## src/whs_pkg.sv

```systemverilog
package whs_pkg;

    localparam int SAMPLE_W = 18;
    localparam int BINS_W   = 7;
    localparam int WIN_W    = 15;
    localparam int IDX_W    = 6;
    localparam int CNT_W    = 15;
    localparam int IN_TDATA_W  = 24;
    localparam int OUT_TDATA_W = 24;
    localparam int PROD_W   = 25;

    localparam logic [18:0] ONE_FIX  = 19'd65536;
    localparam logic [17:0] SPAN_FIX = 18'd131072;

    localparam logic [CNT_W-1:0]  CNT_MAX      = 15'h7FFF;
    localparam logic [BINS_W-1:0] RESET_BINS   = 7'd64;
    localparam logic [WIN_W-1:0]  RESET_WINDOW = 15'd1024;
    localparam int                DEFAULT_BINS   = 100;
    localparam int                DEFAULT_WINDOW = 1024;

    localparam logic CFG_BIN_COUNT     = 1'b0;
    localparam logic CFG_WINDOW_LENGTH = 1'b1;

    typedef struct packed {
        logic load;
        logic map;
        logic rd;
        logic wr;
        logic emit_rd;
        logic emit_ld;
    } t_cmd;

    typedef struct packed {
        logic fill_done;
        logic emit_last;
        logic out_free;
    } t_status;

endpackage

```

## src/whs_ram.sv

```systemverilog
module whs_ram #(
    parameter int WIDTH = 15,
    parameter int DEPTH = 64
) (
    input  logic                                   i_clk,
    input  logic                                   i_we,
    input  logic [(DEPTH > 1 ? $clog2(DEPTH) : 1)-1:0] i_waddr,
    input  logic [WIDTH-1:0]                       i_wdata,
    input  logic                                   i_re,
    input  logic [(DEPTH > 1 ? $clog2(DEPTH) : 1)-1:0] i_raddr,
    output logic [WIDTH-1:0]                       o_rdata
);

    logic [WIDTH-1:0] r_mem [DEPTH];
    logic [WIDTH-1:0] r_rdata;

    always_ff @(posedge i_clk) begin
        if (i_we) begin
            r_mem[i_waddr] <= i_wdata;
        end
        if (i_re) begin
            r_rdata <= r_mem[i_raddr];
        end
    end

    assign o_rdata = r_rdata;

endmodule

```

## src/whs_ctrl.sv

```systemverilog
module whs_ctrl (
    input  logic            i_clk,
    input  logic            i_rst_n,
    input  logic            i_in_valid,
    output logic            o_in_ready,
    input  whs_pkg::t_status i_status,
    output whs_pkg::t_cmd   o_cmd
);

    import whs_pkg::*;

    localparam logic [2:0] S_IDLE    = 3'd0;
    localparam logic [2:0] S_MAP     = 3'd1;
    localparam logic [2:0] S_READ    = 3'd2;
    localparam logic [2:0] S_WRITE   = 3'd3;
    localparam logic [2:0] S_EMIT_RD = 3'd4;
    localparam logic [2:0] S_EMIT_LD = 3'd5;

    logic [2:0] r_state;
    logic [2:0] n_state;

    always_comb begin
        n_state = r_state;
        o_cmd   = '0;
        unique case (r_state)
            S_IDLE: begin
                if (i_in_valid) begin
                    o_cmd.load = 1'b1;
                    n_state    = S_MAP;
                end
            end
            S_MAP: begin
                o_cmd.map = 1'b1;
                n_state   = S_READ;
            end
            S_READ: begin
                o_cmd.rd = 1'b1;
                n_state  = S_WRITE;
            end
            S_WRITE: begin
                o_cmd.wr = 1'b1;
                n_state  = i_status.fill_done ? S_EMIT_RD : S_IDLE;
            end
            S_EMIT_RD: begin
                o_cmd.emit_rd = 1'b1;
                n_state       = S_EMIT_LD;
            end
            S_EMIT_LD: begin
                if (i_status.out_free) begin
                    o_cmd.emit_ld = 1'b1;
                    n_state       = i_status.emit_last ? S_IDLE : S_EMIT_RD;
                end
            end
            default: begin
                n_state = S_IDLE;
            end
        endcase
    end

    always_ff @(posedge i_clk) begin
        if (!i_rst_n) begin
            r_state <= S_IDLE;
        end else begin
            r_state <= n_state;
        end
    end

    assign o_in_ready = (r_state == S_IDLE);

endmodule

```

## src/whs_dpath.sv

```systemverilog
module whs_dpath #(
    parameter int MAX_BINS   = 64,
    parameter int MAX_WINDOW = 30000
) (
    input  logic                                i_clk,
    input  logic                                i_rst_n,
    input  whs_pkg::t_cmd                       i_cmd,
    output whs_pkg::t_status                    o_status,
    input  logic [whs_pkg::SAMPLE_W-1:0]        i_sample,
    input  logic                                i_eos,
    input  logic                                i_cfg_valid,
    input  logic                                i_cfg_index,
    input  logic [whs_pkg::WIN_W-1:0]           i_cfg_data,
    input  logic                                i_out_ready,
    output logic                                o_out_valid,
    output logic [whs_pkg::OUT_TDATA_W-1:0]     o_out_data,
    output logic                                o_out_last
);

    import whs_pkg::*;

    localparam int ADDR_W = (MAX_BINS > 1) ? $clog2(MAX_BINS) : 1;
    localparam logic [BINS_W-1:0] BINS_LIM = BINS_W'(MAX_BINS);
    localparam logic [WIN_W-1:0]  WIN_LIM  = WIN_W'(MAX_WINDOW);
    localparam logic [BINS_W-1:0] DEF_BINS =
        BINS_W'((DEFAULT_BINS > MAX_BINS) ? MAX_BINS : DEFAULT_BINS);
    localparam logic [WIN_W-1:0]  DEF_WIN  =
        WIN_W'((DEFAULT_WINDOW > MAX_WINDOW) ? MAX_WINDOW : DEFAULT_WINDOW);

    logic [BINS_W-1:0]   r_bin_count;
    logic [WIN_W-1:0]    r_window_length;
    logic [SAMPLE_W-1:0] r_sample;
    logic                r_eos;
    logic [WIN_W-1:0]    r_fill;
    logic [IDX_W-1:0]    r_bin;
    logic                r_hit;
    logic [IDX_W-1:0]    r_j;
    logic [MAX_BINS-1:0] r_valid;
    logic                r_rd_valid;
    logic                r_out_valid;
    logic [IDX_W-1:0]    r_out_idx;
    logic [CNT_W-1:0]    r_out_total;
    logic                r_out_last;

    logic                bad_cfg;
    logic [BINS_W-1:0]   m_eff;
    logic [WIN_W-1:0]    n_eff;
    logic [18:0]         u_val;
    logic                hit;
    logic [PROD_W-1:0]   prod;
    logic [PROD_W-1:0]   prod_m1;
    logic [CNT_W-1:0]    rd_data;
    logic [CNT_W-1:0]    cur_cnt;
    logic                do_write;
    logic [ADDR_W-1:0]   raddr;
    logic                emit_last;

    assign bad_cfg = (r_window_length == '0) || (r_window_length > WIN_LIM) ||
                     (r_bin_count == '0);
    assign m_eff = bad_cfg ? DEF_BINS :
                   ((r_bin_count > BINS_LIM) ? BINS_LIM : r_bin_count);
    assign n_eff = bad_cfg ? DEF_WIN : r_window_length;

    // bin = (u * m - 1) / 2^17 for 0 < u <= 2^17
    assign u_val   = {r_sample[SAMPLE_W-1], r_sample} + ONE_FIX;
    assign hit     = !u_val[18] && (u_val != '0) && (u_val[17:0] <= SPAN_FIX);
    assign prod    = {7'b0, u_val[17:0]} * {18'b0, m_eff};
    assign prod_m1 = prod - PROD_W'(1);

    assign raddr    = i_cmd.rd ? r_bin[ADDR_W-1:0] : r_j[ADDR_W-1:0];
    assign cur_cnt  = r_rd_valid ? rd_data : '0;
    assign do_write = i_cmd.wr && r_hit && (cur_cnt != CNT_MAX);
    assign emit_last = ({1'b0, r_j} == (m_eff - BINS_W'(1)));

    assign o_status.fill_done = (r_fill >= n_eff) || r_eos;
    assign o_status.emit_last = emit_last;
    assign o_status.out_free  = !r_out_valid || i_out_ready;

    whs_ram #(
        .WIDTH (CNT_W),
        .DEPTH (MAX_BINS)
    ) u_cnt_ram (
        .i_clk   (i_clk),
        .i_we    (do_write),
        .i_waddr (r_bin[ADDR_W-1:0]),
        .i_wdata (cur_cnt + CNT_W'(1)),
        .i_re    (i_cmd.rd || i_cmd.emit_rd),
        .i_raddr (raddr),
        .o_rdata (rd_data)
    );

    always_ff @(posedge i_clk) begin
        if (!i_rst_n) begin
            r_bin_count     <= RESET_BINS;
            r_window_length <= RESET_WINDOW;
            r_fill          <= '0;
            r_valid         <= '0;
            r_j             <= '0;
            r_out_valid     <= 1'b0;
        end else begin
            if (i_cfg_valid) begin
                unique case (i_cfg_index)
                    CFG_BIN_COUNT:     r_bin_count     <= i_cfg_data[BINS_W-1:0];
                    CFG_WINDOW_LENGTH: r_window_length <= i_cfg_data;
                    default:           r_bin_count     <= r_bin_count;
                endcase
            end
            if (i_cmd.load && (r_fill != CNT_MAX)) begin
                r_fill <= r_fill + WIN_W'(1);
            end
            if (do_write) begin
                r_valid[r_bin[ADDR_W-1:0]] <= 1'b1;
            end
            if (i_cmd.emit_ld) begin
                r_out_valid <= 1'b1;
                if (emit_last) begin
                    r_j     <= '0;
                    r_fill  <= '0;
                    r_valid <= '0;
                end else begin
                    r_j <= r_j + IDX_W'(1);
                end
            end else if (i_out_ready) begin
                r_out_valid <= 1'b0;
            end
        end
    end

    always_ff @(posedge i_clk) begin
        if (i_cmd.load) begin
            r_sample <= i_sample;
            r_eos    <= i_eos;
        end
        if (i_cmd.map) begin
            r_hit <= hit;
            r_bin <= prod_m1[22:17];
        end
        if (i_cmd.rd) begin
            r_rd_valid <= r_valid[r_bin[ADDR_W-1:0]];
        end
        if (i_cmd.emit_rd) begin
            r_rd_valid <= r_valid[r_j[ADDR_W-1:0]];
        end
        if (i_cmd.emit_ld) begin
            r_out_idx   <= r_j;
            r_out_total <= cur_cnt;
            r_out_last  <= emit_last;
        end
    end

    assign o_out_valid = r_out_valid;
    assign o_out_data  = {3'b000, r_out_total, r_out_idx};
    assign o_out_last  = r_out_last;

endmodule

```

## src/windowed_sample_histogram_top.sv

```systemverilog
// Windowed amplitude histogram. Each sample on the slave stream is counted in one of
// bin_count equal bins spanning minus one to plus one (samples at or below -1 or above
// +1 count nowhere but still fill the window). After window_length samples, or after a
// sample marked with tlast, the counts of bins 0 to m-1 leave on the master stream in
// bin order, the final bin with tlast, and all counts restart from zero. A sample passes
// through acceptance, the bin multiply, then read and write of the counter in the
// counter RAM. An emission reads each bin from the RAM, then loads the output
// register, waiting while the master side holds tready low. An invalid
// configuration falls back to the default bin count and window length.
module windowed_sample_histogram_top #(
    parameter int MAX_BINS   = 64,
    parameter int MAX_WINDOW = 30000
) (
    input  logic        i_clk,
    input  logic        i_rst_n,
    input  logic        s_axis_tvalid,
    output logic        s_axis_tready,
    input  logic [23:0] s_axis_tdata,   // sample[17:0], zero pad
    input  logic        s_axis_tlast,   // end_of_stream
    output logic        m_axis_tvalid,
    input  logic        m_axis_tready,
    output logic [23:0] m_axis_tdata,   // bin_index[5:0], bin_total[20:6], zero pad
    output logic        m_axis_tlast,   // last_bin
    input  logic        i_cfg_valid,
    output logic        o_cfg_ready,
    input  logic        i_cfg_index,
    input  logic [14:0] i_cfg_data
);

    import whs_pkg::*;

    t_cmd    cmd;
    t_status status;

    whs_ctrl u_ctrl (
        .i_clk      (i_clk),
        .i_rst_n    (i_rst_n),
        .i_in_valid (s_axis_tvalid),
        .o_in_ready (s_axis_tready),
        .i_status   (status),
        .o_cmd      (cmd)
    );

    whs_dpath #(
        .MAX_BINS   (MAX_BINS),
        .MAX_WINDOW (MAX_WINDOW)
    ) u_dpath (
        .i_clk       (i_clk),
        .i_rst_n     (i_rst_n),
        .i_cmd       (cmd),
        .o_status    (status),
        .i_sample    (s_axis_tdata[SAMPLE_W-1:0]),
        .i_eos       (s_axis_tlast),
        .i_cfg_valid (i_cfg_valid),
        .i_cfg_index (i_cfg_index),
        .i_cfg_data  (i_cfg_data),
        .i_out_ready (m_axis_tready),
        .o_out_valid (m_axis_tvalid),
        .o_out_data  (m_axis_tdata),
        .o_out_last  (m_axis_tlast)
    );

    assign o_cfg_ready = 1'b1;

endmodule

```

## config.mk

```make
export PLATFORM = sky130hd
export DESIGN_NAME = windowed_sample_histogram_top
export DESIGN_NICKNAME = d
export VERILOG_FILES = /design/src/whs_pkg.sv /design/src/whs_ram.sv /design/src/whs_ctrl.sv /design/src/whs_dpath.sv /design/src/windowed_sample_histogram_top.sv
export SDC_FILE = /design/constraint.sdc
export NUM_CORES = 2
export LEC_CHECK = 0
export BUFFER_PORTS_ARGS = -buffer_cell sky130_fd_sc_hd__buf_2
export CAP_MARGIN = 15
export CORE_UTILIZATION = 41
export CTS_BUF_LIST = sky130_fd_sc_hd__clkbuf_16
export CTS_CLUSTER_DIAMETER = 100
export DETAILED_ROUTE_END_ITERATION = 6
export PLACE_DENSITY = 0.57
export SETUP_SLACK_MARGIN = 0.5
export SYNTH_ARGS = -nofsm -noshare
export SYNTH_HDL_FRONTEND = slang
export SYNTH_SLANG_ARGS = --single-unit
```

## constraint.sdc

```tcl
create_clock -name i_clk -period 8.1 [get_ports i_clk]
set_clock_uncertainty 0.05 [all_clocks]
set_input_delay 0 -clock i_clk [delete_from_list [all_inputs] [get_ports i_clk]]
set_output_delay 0 -clock i_clk [all_outputs]
set_load 0.005 [all_outputs]
```

==> results.yml <==
synth:
  post_synth.cell_area_avg_um2: 16.9
  yosysWarnings: 0
  ys_seq_area_frac: 0.682
  synth_cell_types: 68
  synthArstFlopShare: 0
  gate_count_after_technology_mapping: 2860
  number_of_enable_type_register_cells_in_the_synthesized_netlist: 1024
  synth_area_um2: 48300
  synthFlopType: "edfxtp_1"
  yosys_register_bits: 1135
clocking:
  cts_buffers: 114
  cts_root_buf: "clkbuf_16"
  post_cts_resized: 0
  clock_sinks: 1135
  worst_setup_hold_path_clk_slew_ns: 0.06
  worst_skew_pair.late_latency_ns: 0.73
  cts_buffer_depth: 3
  h-tree-depth: 3
  tritoncts: "yes"
power:
  fin_total_pwr_mw: 13.2
  peakVddDrop_uv: 172
  power.leakage_nw: 19.1
  pwr_density_cell_nw_per_um2: 239
setup_path:
  critical-path-max-stage-delay_ns: 0.86
  setup.worst_path.class: "reg2reg"
  crit_slowest_cell: "dfxtp_1"
  path_max_fanout: 90
  cp_top_family: "adder cells"
  cp-start-kind: "flop"
  crit_path_frequent_cell: "fa_1"
  crit_chain: "or4_1 -> o22ai_2 -> a2111oi_4 -> buf_4 -> nand3_1 -> fa_1 -> fa_1 -> inv_1 -> fa_1 -> inv_1 -> fa_1 -> inv_1 -> ha_1 -> nand3_1 -> a21boi_0 -> o31ai_1 -> o211ai_1 -> nor2_1 -> o21ai_0 -> o41ai_1 -> xnor2_1"
  critPathCaptureType: "flop"
  crit_arrival_ns: 7.11
  buf_inv_stages_crit_path: 4
  critPathRequiredTime_ns: 8.47
sta:
  post-route-period-util: 0.832
  timing.final.setup_violations: 0
  max_slew.worst_pin.slew_ns: 1.12
  final.setup.tns_ns: 0
  finalHoldViolations: 0
  final_period_minus_worst_setup_slack_ns: 6.74
  finalMaxSlewViolations: 0
  rsz_0062_raised_after_global_routing: "no"
  slew-limit-headroom: 0.244
  max_fclk_ghz: 0.148
floorplan:
  die-width_um: 345
  die_outline_area_um2: 119000
  initial_core_util: 0.415
  placement_rows: 125
  ios: 74
  floorplan.core_area_um2: 117000
  fp.dieH_um: 345
global_route:
  via_count_of_the_first_global_routing_pass: 27427
  grt_pass1_wl_um: 177000
  grt_max_degree: 133
  global_route.overflow_total: 0
  global_route.usage.total: 0.199
  antenna_found_initial: 6
layout:
  design.final.nets: 3241
  most_common_cell_after_layout_fill_and_taps_aside: "edfxtp_1"
  final_util: 0.475
  fraction_of_final_layout_cells_sized_beyond_drive_strength_1: 0.200
  final_cell_mix: "edfxtp_1 (1024), mux4_2 (261), nor2_1 (173)"
  area.growth.synth_to_final_pct: 14.4
  antennaDiodeCount: 0
job:
  max_cap_violations: 0
place:
  place_congestion: 0.845
  detailed_place_hpwl_um: 71700
  place.port_buffers: 63
route:
  wl_um: 119000
  drc: 0
  dr_total_vias: 26567
  final_antenna_net_count: 0
  drt_pass1_iterations: 6
  number_of_vias_per_cell_after_detailed_routing: 5.70
  wl_per_cell_um: 25.6
  initialDrtViolationCount: 2510
hold_path:
  min-delay-path-class: "in2reg"
outcome:
  status: "complete, no violations"
through the flow:
stage	instances	setup slack, ns	cell area, µm²	hold slack, ns
5_1_grt	4658	0.965	55300	0.0908
2_1_floorplan	2862	2.18	48400	0.0489
6_report	4658	1.36	55300	0.0805
3_3_place_gp	4373	1.45	50900	0.127
3_5_place_dp	4373	1.37	50900	0.128
4_1_cts	4658	1.34	55300	0.0132
worst register-to-register path, cell delays in order (launching register included):
cell and delay (ns):
dfxtp_1 0.86, or4_1 0.27, o22ai_2 0.14, a2111oi_4 0.24, buf_4 0.61, nand3_1 0.23
fa_1 0.57, fa_1 0.55, inv_1 0.05, fa_1 0.47, inv_1 0.05, fa_1 0.47
inv_1 0.04, ha_1 0.28, nand3_1 0.08, a21boi_0 0.08, o31ai_1 0.31, o211ai_1 0.24
nor2_1 0.26, o21ai_0 0.18, o41ai_1 0.35, xnor2_1 0.10
report_power, final:
part / total [mW] / switching, mW / leakage, nW / internal (mW)
Combinational: 1.44 / 0.920 / 7.04 / 0.522
Sequential: 6.65 / 0.0797 / 10.2 / 6.57
Clock: 5.11 / 2.22 / 1.85 / 2.89
Total: 13.2 / 3.22 / 19.1 / 9.98
cells by family after synthesis:
kind of cell    Yosys count  synth area share
flops                  1135             0.682
xor+xnor                 41           0.00743
compound gates          375            0.0502
other cells               2          0.000155
buf+inv                 296            0.0245
mux                     285             0.127
fa+ha+maj               150            0.0517
simple gates            576            0.0574
layer usage:
layer	global-route usage	part of all wire
met1	0.279	0.42
met2	0.329	0.49
met3	0.0276	0.063
met4	0.0483	0.022
met5	0	0.00012
flip-flops by register name, summed over array words and instances (netlist names), 7 cells and up:
signal and count:
u_dpath.r_out_total 15, u_dpath.r_bin_count 7, u_dpath.r_fill 15, u_dpath.u_cnt_ram.r_mem 960, u_dpath.r_valid 64, u_dpath.u_cnt_ram.o_rdata 15
u_dpath.r_window_length 15, u_dpath.r_sample 18
repair_timing:
action	CTS	global route
setup buffers	0	0
hold buffers	80	0
endpoints found under the hold margin	48	0
synthesized netlist by cell type, types with 9 or more instances:
master	instances	area, µm²
clkbuf_1	110	413
nand3_1	31	155
mux4_2	261	5880
inv_1	133	499
o21ai_0	20	100
a22oi_1	128	961
nor2b_1	9	56.3
dfxtp_1	111	2220
a21oi_1	160	801
xnor2_1	26	228
nand2_1	141	529
nor4_1	12	75.1
nor2_1	196	736
edfxtp_1	1024	30700
buf_4	12	90.1
and2_1	25	156
fa_1	83	1660
buf_1	17	63.8
or4_1	18	135
xor2_1	15	131
and3_1	86	538
mux2i_1	17	170
nor3_1	17	85.1
buf_2	23	115
ha_1	67	838
final timing paths:
kind                                     end  cells past startpoint                        from  slack [ns]
setup / recovery            u_dpath.r_bin[5]                     21      u_dpath.r_bin_count[2]        1.36
hold / removal        u_dpath.r_bin_count[0]                      4               i_cfg_data[0]        0.08
setup reg to reg            u_dpath.r_bin[5]                     21      u_dpath.r_bin_count[2]        1.36
hold reg to reg   u_dpath.r_window_length[0]                      2  u_dpath.r_window_length[0]        0.43
final cells by class:
| class | count | area, µm² |
|---|---|---|
| multi-input combinational | 1431 | 14500 |
| timing repair buffer | 229 | 1800 |
| sequential | 1135 | 33000 |
| tap | 1524 | 1910 |
| inverter | 134 | 503 |
| clock buffer | 115 | 2880 |
| fill | 9680 | 61200 |
| clock inverter | 90 | 746 |
No activity file was read; power rests on OpenSTA's default activity.
